$ cat config.mk
export PLATFORM = sky130hd
export DESIGN_NAME = touch_report_decoder_with_keys
export DESIGN_NICKNAME = d
export VERILOG_FILES = /design/src/sv/trd_pkg.sv /design/src/sv/trd_keys.sv /design/src/sv/touch_report_decoder_with_keys.sv
export SDC_FILE = /design/constraint.sdc
export NUM_CORES = 1
export LEC_CHECK = 0
export ABC_AREA = 1
export ABC_CLOCK_PERIOD_IN_PS = 3400
export BUFFER_PORTS_ARGS = -buffer_cell sky130_fd_sc_hd__buf_4
export CORE_MARGIN = 4
export CORE_UTILIZATION = 45
export DETAILED_ROUTE_END_ITERATION = 6
export GPL_TIMING_DRIVEN = 1
export HOLD_SLACK_MARGIN = 0.12
export PLACE_DENSITY = 0.67
export SYNTH_ARGS = -nofsm -noshare
export SYNTH_HDL_FRONTEND = slang
export SYNTH_SLANG_ARGS = --single-unit
$ cat constraint.sdc
create_clock -name clk -period 3.4 [get_ports clk]
set_input_delay 0.17 -clock clk [delete_from_list [all_inputs] [get_ports clk]]
set_output_delay 0.17 -clock clk [all_outputs]
set_load 0.02 [all_outputs]
$ cat src/sv/trd_pkg.sv
`default_nettype none

package trd_pkg;

    localparam int KEY_COUNT  = 4;
    localparam int KEY_MASK_W = 4;
    localparam int REG_COUNT  = 8;
    localparam int REG_IDX_W  = 3;
    localparam int BAND_W     = 10;
    localparam int COORD_W    = 10;
    localparam int COUNT_W    = 3;

    // finger count that the controller uses for "no valid second finger"
    localparam logic [COUNT_W-1:0] COUNT_INVALID = 3'd7;

    localparam logic [BAND_W-1:0] BAND_RESET [REG_COUNT] = '{
        10'd1, 10'd30, 10'd60, 10'd120, 10'd200, 10'd250, 10'd295, 10'd315
    };

    typedef struct packed {
        logic                 we;
        logic [REG_IDX_W-1:0] index;
        logic [BAND_W-1:0]    data;
    } cfg_wr_t;

    // two position bytes packed as hi, lo -> 10-bit coordinate
    function automatic logic [COORD_W-1:0] coord_from(input logic [15:0] bytes);
        coord_from = {bytes[9:8], bytes[7:0]};
    endfunction

endpackage

`default_nettype wire

$ cat src/sv/trd_keys.sv
`default_nettype none

module trd_keys
    import trd_pkg::*;
(
    input  wire logic                  clk,
    input  wire logic                  rst_n,
    input  wire cfg_wr_t               cfg,
    input  wire logic                  step,
    input  wire logic [BAND_W-1:0]     keypos,
    output logic      [KEY_MASK_W-1:0] down_next,
    output logic      [KEY_MASK_W-1:0] change
);

    logic [BAND_W-1:0]     band_reg [REG_COUNT];
    logic [KEY_MASK_W-1:0] pressed_reg;
    logic [KEY_MASK_W-1:0] in_band;
    logic [KEY_MASK_W-1:0] diff;
    logic [KEY_MASK_W-1:0] pick;

    always_ff @(posedge clk or negedge rst_n)
    begin
        if (!rst_n)
        begin
            for (int i = 0; i < REG_COUNT; i++)
            begin
                band_reg[i] <= BAND_RESET[i];
            end
        end
        else if (cfg.we)
        begin
            band_reg[cfg.index] <= cfg.data;
        end
    end

    always_comb
    begin
        in_band = '0;
        for (int k = 0; k < KEY_COUNT; k++)
        begin
            in_band[k] = (keypos >= band_reg[2*k]) && (keypos <= band_reg[2*k+1]);
        end
    end

    // the first key whose flag disagrees with its band toggles
    assign diff = in_band ^ pressed_reg;
    assign pick = diff & (~diff + 1'b1);

    always_comb
    begin
        if (keypos == '0)
        begin
            down_next = '0;
        end
        else
        begin
            down_next = pressed_reg ^ pick;
        end
    end

    assign change = pressed_reg ^ down_next;

    always_ff @(posedge clk or negedge rst_n)
    begin
        if (!rst_n)
        begin
            pressed_reg <= '0;
        end
        else if (step)
        begin
            pressed_reg <= down_next;
        end
    end

endmodule

`default_nettype wire

$ cat src/sv/touch_report_decoder_with_keys.sv
`default_nettype none

// Decodes one raw touch report per cycle while out_stall is low: finger
// count, first finger X/Y, pressure and width, the second finger X/Y (zero
// unless the count is 2..6), and a 10-bit key strip position that drives
// four virtual keys with writable bands (write only while no word is in
// flight). A word is taken into an input register, decoded and held in a
// result register, so one word per cycle flows through while out_stall is
// low; the key pressed flags update as each word enters the result register.
module touch_report_decoder_with_keys
    import trd_pkg::*;
(
    input  wire logic                  clk,
    input  wire logic                  rst_n,
    input  wire logic                  cfg_we,
    input  wire logic [REG_IDX_W-1:0]  cfg_index,
    input  wire logic [BAND_W-1:0]     cfg_data,
    input  wire logic                  in_valid,
    output logic                       in_stall,
    input  wire logic [7:0]            status_byte,
    input  wire logic [31:0]           first_pos_bytes,
    input  wire logic [7:0]            pressure_byte,
    input  wire logic [7:0]            width_byte,
    input  wire logic [7:0]            key_low_byte,
    input  wire logic [7:0]            key_high_byte,
    input  wire logic [31:0]           second_pos_bytes,
    output logic                       out_valid,
    input  wire logic                  out_stall,
    output logic [COUNT_W-1:0]         finger_count,
    output logic [COORD_W-1:0]         x_first,
    output logic [COORD_W-1:0]         y_first,
    output logic [7:0]                 pressure,
    output logic [7:0]                 width,
    output logic                       second_down,
    output logic [COORD_W-1:0]         x_second,
    output logic [COORD_W-1:0]         y_second,
    output logic [KEY_MASK_W-1:0]      key_down_mask,
    output logic [KEY_MASK_W-1:0]      key_change_mask
);

    logic                  s1_valid_reg;
    logic [COUNT_W-1:0]    s1_count_reg;
    logic [31:0]           s1_first_reg;
    logic [7:0]            s1_pressure_reg;
    logic [7:0]            s1_width_reg;
    logic [BAND_W-1:0]     s1_keypos_reg;
    logic [31:0]           s1_second_reg;

    logic                  out_valid_reg;
    logic [COUNT_W-1:0]    count_reg;
    logic [COORD_W-1:0]    x_first_reg;
    logic [COORD_W-1:0]    y_first_reg;
    logic [7:0]            pressure_reg;
    logic [7:0]            width_reg;
    logic                  second_reg;
    logic [COORD_W-1:0]    x_second_reg;
    logic [COORD_W-1:0]    y_second_reg;
    logic [KEY_MASK_W-1:0] down_reg;
    logic [KEY_MASK_W-1:0] change_reg;

    logic                  out_ready;
    logic                  advance;
    logic                  in_take;
    logic                  second_next;
    logic [KEY_MASK_W-1:0] down_next;
    logic [KEY_MASK_W-1:0] change_next;
    cfg_wr_t               cfg;

    assign out_ready = !out_valid_reg || !out_stall;
    assign advance   = s1_valid_reg && out_ready;
    assign in_stall  = s1_valid_reg && !out_ready;
    assign in_take   = in_valid && !in_stall;

    assign cfg.we    = cfg_we;
    assign cfg.index = cfg_index;
    assign cfg.data  = cfg_data;

    always_ff @(posedge clk or negedge rst_n)
    begin
        if (!rst_n)
        begin
            s1_valid_reg <= 1'b0;
        end
        else if (in_take)
        begin
            s1_valid_reg <= 1'b1;
        end
        else if (advance)
        begin
            s1_valid_reg <= 1'b0;
        end
    end

    always_ff @(posedge clk)
    begin
        if (in_take)
        begin
            s1_count_reg    <= status_byte[COUNT_W-1:0];
            s1_first_reg    <= first_pos_bytes;
            s1_pressure_reg <= pressure_byte;
            s1_width_reg    <= width_byte;
            s1_keypos_reg   <= {key_high_byte[4:3], key_low_byte};
            s1_second_reg   <= second_pos_bytes;
        end
    end

    assign second_next = (s1_count_reg > 3'd1) && (s1_count_reg != COUNT_INVALID);

    trd_keys u_keys (
        .clk       (clk),
        .rst_n     (rst_n),
        .cfg       (cfg),
        .step      (advance),
        .keypos    (s1_keypos_reg),
        .down_next (down_next),
        .change    (change_next)
    );

    always_ff @(posedge clk or negedge rst_n)
    begin
        if (!rst_n)
        begin
            out_valid_reg <= 1'b0;
        end
        else if (out_ready)
        begin
            out_valid_reg <= s1_valid_reg;
        end
    end

    always_ff @(posedge clk)
    begin
        if (advance)
        begin
            count_reg    <= s1_count_reg;
            x_first_reg  <= coord_from(s1_first_reg[31:16]);
            y_first_reg  <= coord_from(s1_first_reg[15:0]);
            pressure_reg <= s1_pressure_reg;
            width_reg    <= s1_width_reg;
            second_reg   <= second_next;
            x_second_reg <= second_next ? coord_from(s1_second_reg[31:16]) : '0;
            y_second_reg <= second_next ? coord_from(s1_second_reg[15:0]) : '0;
            down_reg     <= down_next;
            change_reg   <= change_next;
        end
    end

    assign out_valid       = out_valid_reg;
    assign finger_count    = count_reg;
    assign x_first         = x_first_reg;
    assign y_first         = y_first_reg;
    assign pressure        = pressure_reg;
    assign width           = width_reg;
    assign second_down     = second_reg;
    assign x_second        = x_second_reg;
    assign y_second        = y_second_reg;
    assign key_down_mask   = down_reg;
    assign key_change_mask = change_reg;

endmodule

`default_nettype wire

==> results.py <==
metrics = {
    "floorplanning": {
        "io_pins": 192,
        "die_width_um": 156,
        "core-area_mm2": 0.0213,
        "dieArea_mm2": 0.0244,
        "start_util_pct": 46.4,
        "die_y_um": 156,
        "rows": 53,
    },
    "synth": {
        "async_reset_ff_share_pct": 38.6,
        "ys_seq_area_share_pct": 63.9,
        "ys_types": 30,
        "ys_seq_elements": 223,
        "syn-instance-count": 898,
        "synth-main-ff-cell": "edfxtp_1",
        "synth_top_area_share_pct": 41.7,
        "netlist_area_mm2": 0.00987,
        "synth_area_leaders": "edfxtp_1 (42%), dfrtp_1 (13%), ha_1 (10%)",
        "synth_edf_count": 137,
        "syn-num-nets": 1100,
        "synth_top_area_cell": "edfxtp_1",
        "yosys_warnings": 0,
        "synth.avg_cell_area_um2": 11.0,
    },
    "drt": {
        "viasPerCell": 4.76,
        "first_pass_iters": 4,
        "drc_errors": 0,
        "ant_nets": 0,
        "num_vias": 6858,
        "wl_per_cell_um": 15.4,
        "routed_wl_um": 22200,
        "drt_iter0_drc": 320,
    },
    "worst_setup_path": {
        "path_delay_family": "simple AND/OR/NAND/NOR gates",
        "worst-path-stages": 8,
        "rrSetupSlack_ns": 0.89,
        "start_kind": "flip-flop",
        "rr_endpoint": "key_change_mask[3]$_DFFE_PP_",
        "r2r-start": "s1_keypos_reg[7]$_DFFE_PP_",
        "cp_common_cell": "nor2_1",
        "critPathCaptureType": "flip-flop",
        "crit_chain": "ha_1 > nand2_1 > nor2_1 > nand4_1 > o21ai_0 > nand3_1 > xor2_1 > nor2_1",
        "path_class": "flip-flop to flip-flop",
        "cp_slowest_cell": "edfxtp_1",
        "cp.buffers_inverters": 0,
        "cp_data_arrival_time_ns": 2.78,
        "r2r_cells": 8,
        "required_ns": 3.67,
        "cpPeakStageDelay_ns": 0.61,
        "crit_fanout": 9,
    },
    "sta": {
        "post-route-min-period_ns": 2.51,
        "worst_slew_pin_slew_ns": 1.14,
        "finalSetupTns_ns": 0,
        "setup_viol": 0,
        "fin_crit_sh_pct": 73.8,
        "finalHoldViolCount": 0,
        "fin_skew_ns": 0.0107,
        "max_freq_mhz": 398,
        "maxSlewHeadroom_pct": 23.3,
        "slew_viol_final": 0,
        "rsz0062_at_grt": "no",
    },
    "clock_network": {
        "clock-sinks": 223,
        "insertion_delay_ns": 0.51,
        "path_clk_slew_ns": 0.06,
        "root_buffer": "clkbuf_16",
        "h-tree-depth": 1,
        "cts_repair_resize_count": 0,
        "hold_buffers": 81,
        "cts_buffers": 24,
        "clockBufferDepth": 3,
        "postCtsSetupBuffers": 0,
        "cts_tree": "done",
    },
    "finish": {
        "area_growth_pct": 31.4,
        "largest_reg_flops": 80,
        "final_cell_mix": "nand2_1 (193), buf_4 (159), inv_1 (151), edfxtp_1 (137), o21ai_0 (86)",
        "nets": 1349,
        "fin_area_mm2": 0.0130,
        "final_core_util_pct": 60.9,
        "multi_input_area_mm2": 0.00292,
        "drive_above_1_share_pct": 21.5,
        "seq_area_mm2": 0.00631,
        "layout_commonest_cell": "nand2_1",
        "nFillCells": 1715,
    },
    "hold_path": {
        "hold_path.class": "input port to flip-flop",
        "hp-start": "cfg_data[0]",
        "hold_end": "u_keys.band_reg[0]$_DFFE_PN1P_",
        "whs_path_depth": 3,
    },
    "run_status": {
        "status": "finished, final reports clean",
    },
    "global_routing": {
        "grt_pass1_vias": 6922,
        "grt_use_total_pct": 18.1,
        "grt_pass1_wl_um": 35000,
        "grt_max_degree": 75,
        "grt.overflow.total": 0,
        "antenna_found_initial": 0,
    },
    "pwr": {
        "power.density_mw_per_mm2": 600,
        "p_leak_nw": 5.96,
        "vdd_drop_max_uv": 533,
    },
    "flow_run": {
        "max_cap_viol_count": 0,
    },
    "placement": {
        "gp_congestion": 0.822,
        "post-dp-hpwl_um": 14800,
        "port_buffers": 156,
        "place_area_mm2": 0.0114,
    },
}
## worst register-to-register path, stage by stage (launching register included)
cell and delay, ns:
edfxtp_1 0.61, ha_1 0.41, nand2_1 0.06, nor2_1 0.21, nand4_1 0.12, o21ai_0 0.41, nand3_1 0.22, xor2_1 0.18
nor2_1 0.05
## cell families after synthesis
| family | share of synthesized area [%] |
|---|---|
| AO/OA/AOI/OAI | 6.32 |
| XOR/XNOR | 0.177 |
| adder cells (fa/ha/maj) | 10.1 |
| buffers and inverters | 6.58 |
| flip-flops | 63.9 |
| AND/OR/NAND/NOR | 12.9 |
## synth_stat cells (2+ instances only)
master / number
dfrtp_1: 53
clkbuf_1: 18
o21ai_0: 87
nand3_2: 5
ha_1: 80
xor2_1: 2
nand4_1: 8
dfstp_2: 33
inv_1: 153
nand3b_1: 2
nor2_2: 4
inv_2: 2
a21oi_1: 20
edfxtp_1: 137
nand2_4: 2
nand2_1: 193
o21bai_1: 2
nor2_1: 57
nand3_1: 18
and2_1: 2
nor3_1: 2
a21o_1: 5
nand2_2: 5
a211oi_1: 2
## worst max path at each step
stage / slack, ns / start / endpoint
floorplan: 0.88 / out_valid$_DFFE_PN0P_ / finger_count[0]$_DFFE_PP_
global placement: 0.96 / s1_keypos_reg[7]$_DFFE_PP_ / key_change_mask[3]$_DFFE_PP_
detailed placement: 0.91 / s1_keypos_reg[7]$_DFFE_PP_ / key_change_mask[3]$_DFFE_PP_
CTS: 0.91 / s1_keypos_reg[7]$_DFFE_PP_ / key_change_mask[3]$_DFFE_PP_
global route: 0.73 / s1_keypos_reg[7]$_DFFE_PP_ / key_change_mask[3]$_DFFE_PP_
finish: 0.89 / s1_keypos_reg[7]$_DFFE_PP_ / key_change_mask[3]$_DFFE_PP_
## metal layers
| layer | vias to the layer above | wire, um | GRT usage [%] |
|---|---|---|---|
| met4 | 0 | 487 | 4.71 |
| met5 | - | 0 | 0 |
| li1 | 3446 | - | - |
| met3 | 32 | 1210 | 2.72 |
| met2 | 179 | 11300 | 32.0 |
| met1 | 3201 | 9260 | 23.3 |
## layout make-up
type                            instances  area share, %
Antenna cell                            1         0.0193
Clock buffer                           34           5.08
Clock inverter                         10           1.00
Inverter                              155           4.48
Multi-Input combinational cell        502           22.5
Sequential cell                       223           48.6
Tap cell                              275           2.65
Timing Repair Buffer                  241           15.6
## where the power goes
group | internal (mW) | leakage, nW | total, mW | switching, mW
clock network | 1.58 | 0.383 | 2.61 | 1.03
registers | 3.37 | 2.33 | 3.55 | 0.182
logic | 0.667 | 3.24 | 1.62 | 0.955
## metrics by stage
stage	hold slack [ns]	setup slack [ns]	cells	power, mW
global placement	0.348	0.960	1315	5.09
finish	0.135	0.889	1441	7.79
detailed placement	0.349	0.914	1315	5.15
global route	0.153	0.727	1440	8.24
CTS	0.129	0.908	1440	7.86
floorplan	-0.126	0.880	898	4.59
(Power assumes the default switching activity.)
